**config.mk**
```make
export PLATFORM = sky130hd
export DESIGN_NAME = idfl_link_ram
export DESIGN_NICKNAME = d
export VERILOG_FILES = /design/src/hdl/idfl_link_ram.sv
export SDC_FILE = /design/constraint.sdc
export NUM_CORES = 2
export LEC_CHECK = 0
export BUFFER_PORTS_ARGS = -buffer_cell sky130_fd_sc_hd__buf_2
export CORE_MARGIN = 4
export CORE_UTILIZATION = 55
export DETAILED_ROUTE_END_ITERATION = 16
export PLACE_DENSITY = 0.8
export SETUP_SLACK_MARGIN = 0.3
export SLEW_MARGIN = 20
export SYNTH_ARGS = -nofsm -noshare
export SYNTH_HDL_FRONTEND = slang
export SYNTH_SLANG_ARGS = --single-unit
```
**constraint.sdc**
```tcl
create_clock -name clk -period 2.8 [get_ports clk]
set_clock_uncertainty 0.05 [all_clocks]
set_input_delay 0.28 -clock clk [delete_from_list [all_inputs] [get_ports clk]]
set_output_delay 0.28 -clock clk [all_outputs]
set_load 0.01 [all_outputs]
```
**src/hdl/idfl_link_ram.sv**
```systemverilog
module idfl_link_ram #(
	parameter int DEPTH = 256,
	parameter int AW    = 8,
	parameter int LW    = 9
) (
	input  logic          clk,
	input  logic          we,
	input  logic [AW-1:0] waddr,
	input  logic [LW-1:0] wdata,
	input  logic          re,
	input  logic [AW-1:0] raddr,
	output logic [LW-1:0] rdata
);

	logic [LW-1:0] mem [DEPTH];

	always_ff @(posedge clk) begin
		if (we) begin
			mem[waddr] <= wdata;
		end
		if (re) begin
			rdata <= mem[raddr];
		end
	end

endmodule

```
==> flow_metrics.py <==
metrics = {
    "status": {
        "status": "completed",
    },
    "synth": {
        "synth_xor_xnor_area_share_pct": 0,
        "yosys-top-cells-area": "edfxtp_1, mux4_2, mux2i_1",
        "syn_inst": 4237,
        "ys_ff_latch": 2313,
        "muxShareOfSynthArea_pct": 14.3,
        "synth-adder-area-share_pct": 0,
        "yosys_most_used_dff": "edfxtp_1",
        "synth_compound_area_share_pct": 3.75,
        "synth_top_area_share_pct": 77.7,
        "yosysWarnings": 0,
        "synth_edf_count": 2313,
        "synth_area_um2": 89400,
        "synth_top_family_by_area": "multiplexers",
        "yosys.area.top_type": "edfxtp_1",
        "syn_area_per_cell_um2": 21.1,
        "synth_cell_types": 56,
        "ys_seq_area_share_pct": 77.7,
        "ys_async_sr_fraction_pct": 0,
        "synth_nets": 4265,
        "synth-simple-area-share_pct": 2.50,
    },
    "sta": {
        "period_share_pct": 91.6,
        "fmax_mhz": 390,
        "slew_violations": 0,
        "min_period_ns": 2.57,
        "setup_violations": 0,
        "finalHoldViolations": 0,
        "slew_headroom_pct": 21.2,
        "rsz0062_at_grt": "true",
        "worstMarginPinSlew_ns": 1.18,
        "setup_tns_ns": 0,
    },
    "setup_path": {
        "crit_type": "input port to register",
        "critPathMostFrequentCell": "buf_4",
        "max_stage_delay_ns": 0.68,
        "crit-reg2reg-launch": "mem[59][4]",
        "critPathSlowestCell": "a31oi_1",
        "crit_arrival_ns": 3.18,
        "crit_path_start_kind": "input port",
        "r2r_setup_slack_ns": 0.24,
        "cp_cell_sequence": "buf_4 > buf_12 > buf_4 > nand3b_1 > buf_4 > o22ai_1 > nor2_1 > a31oi_1 > nor4_2 > nor4_1",
        "rr_worst_depth": 5,
        "cp.required_ns": 3.41,
        "r2r-end": "rdata[4]",
        "path_max_fanout": 14,
        "cp-end-kind": "register",
    },
    "route": {
        "routed_wl_mm": 239,
        "first_iter_violations": 8902,
        "postRouteAntennaNets": 0,
        "drt_pass1_iterations": 6,
        "wl_per_cell_um": 33.0,
        "drc": 0,
        "avgViaCountPerCell": 6.73,
        "route.vias.total": 48700,
    },
    "clock_tree": {
        "cts_tree": "built",
        "root_buffer": "clkbuf_16",
        "clock_sinks": 2313,
        "clock_latency_ns": 0.87,
        "clock_path_buffers": 3,
        "htreeDepth": 4,
        "cts_inserted_buffers": 210,
        "post_cts.repair.setup_buffers": 0,
        "path_clk_slew_ns": 0.06,
    },
    "worst_hold_path": {
        "hold_depth": 1,
        "hold_path.class": "input port to register",
        "hold_start": "wdata[8]",
        "whs_endpoint": "mem[242][8]",
    },
    "cells_and_area": {
        "finish.instance_area_um2": 104000,
        "drive_gt1_share_pct": 29.8,
        "nets": 4906,
        "synthToLayoutAreaGrowth_pct": 16.1,
    },
    "power_and_ir_drop": {
        "finalPower_mw": 71.0,
        "power_leakage_nw": 33.5,
        "power_density_nw_per_um2": 684,
        "vdd_drop_max_uv": 613,
    },
    "global_route": {
        "antenna_found_initial": 16,
        "grt_pass1_wl_mm": 345,
        "grt_usage_pct": 28.3,
        "grt_max_degree": 116,
        "grt-ovfl-total": 0,
        "grt_pass1_vias": 48700,
    },
    "floorplanning": {
        "dieArea_um2": 169000,
        "die_h_um": 411,
        "core_um2": 161000,
        "start_util_pct": 55.5,
        "row_count": 147,
        "pin_count": 37,
        "die_w_um": 411,
    },
    "place": {
        "io_buffers": 36,
        "gp_congestion": 0.913,
        "dpl_cell_area_um2": 96600,
        "hpwl_mm": 145,
    },
    "job": {
        "maxCapViolations": 0,
    },
}
worst max-delay path, delay by kind of cell:
| family | cells | cell delay (ns) |
|---|---|---|
| buffers and inverters | 4 | 0.99 |
| AO/OA/AOI/OAI | 2 | 0.95 |
| AND/OR/NAND/NOR | 4 | 0.93 |
per-layer routing:
metal	track usage, %	share of wire, %	wire (um)
met5	0	0.039	93
met4	14.0	5.8	13800
met3	7.91	14	33200
met2	43.1	47	112000
met1	38.0	33	79900
cells by family after synthesis:
group	count (synthesis)
flops	2313
simple gates	500
buf+inv	261
compound gates	489
mux	674
metrics by stage:
step | hold WS (ns) | setup WS (ns) | instances | utilization (%)
after floorplan | 0.329 | 0.508 | 4237 | -
after global placement | 0.701 | -0.819 | 6820 | 60.0
after detailed placement | 0.707 | -0.825 | 6820 | 60.0
after CTS | 0.0484 | 0.114 | 7218 | 64.4
after global routing | 0.0370 | 0.247 | 7219 | 64.4
final | 0.0105 | 0.234 | 7230 | 64.5
layout make-up:
class	count	area [um2]
Sequential cell	2313	69500
Multi-Input combinational cell	1663	18600
Clock inverter	140	1340
Clock buffer	252	5520
Tap cell	2160	2700
Fill cell	9680	57200
Inverter	2	7.51
Timing Repair Buffer	688	6090
Antenna cell	12	30.0
how the worst max path moves through the flow:
stage / depth (start not counted) / slack, ns / startpoint / endpoint
2_1_floorplan: 9 / 0.51 / raddr[0] / rdata[7]
3_3_place_gp: 10 / -0.82 / raddr[0] / rdata[1]
3_5_place_dp: 10 / -0.83 / raddr[0] / rdata[8]
4_1_cts: 7 / 0.11 / mem[83][0] / rdata[0]
5_1_grt: 8 / 0.25 / mem[208][0] / rdata[0]
6_report: 10 / 0.23 / raddr[2] / rdata[0]
synthesized netlist by cell type, types with 4 or more instances:
master and number:
buf_4 28, and3b_1 4, a22oi_1 174, nand3_1 31, nor2b_1 28, a31oi_1 10
a22o_1 8, a211oi_1 26, o21ai_0 31, or2_2 4, o22ai_1 65, o221ai_1 35
buf_2 54, o21ai_1 5, mux2_2 21, o31a_1 8, buf_6 26, clkbuf_1 120
nand4_1 11, nand2_1 40, a21oi_1 98, nor4_1 27, mux4_2 467, nor2_1 305
nand2b_1 9, buf_8 12, edfxtp_1 2313, a221oi_1 11, mux2i_1 177, buf_12 5
mux4_1 9, nor3_1 21, buf_1 14
repair_timing:
item / in CTS / in global routing
pin swaps: 2 / 4
cloned: 0 / 0
endpoints found under the setup margin: 9 / 8
endpoints found under the hold margin: 131 / 0
hold buffers: 6 / 0
resized for setup: 18 / 18
power by group:
group | total (mW) | internal (mW) | switching, mW
combinational | 3.96 | 1.49 | 2.47
sequential | 38.2 | 38.2 | 0.0684
clock | 28.8 | 16.2 | 12.6
state kept, by name, indices dropped and copies added (netlist names):
register and flops:
rdata 9, mem 2304
cells in the final DEF, fill, tap and decap left out, types with 11 or more instances in the layout:
cell type and n:
edfxtp_1 2313, buf_4 575, mux4_2 467, nor2_1 303, clkbuf_16 215, mux2i_1 177, a22oi_1 174, a21oi_1 97
buf_12 72, o22ai_1 64, clkinv_1 58, clkinv_2 44, nand2_1 40, clkbuf_1 37, o221ai_1 35, nand3_1 31
o21ai_0 31, nor2b_1 24, bufinv_16 24, buf_2 24, mux2_2 21, nor4_1 20, a211oi_1 19, nor3_1 18
diode_2 12, nand4_1 11
(Power assumes the default switching activity.)
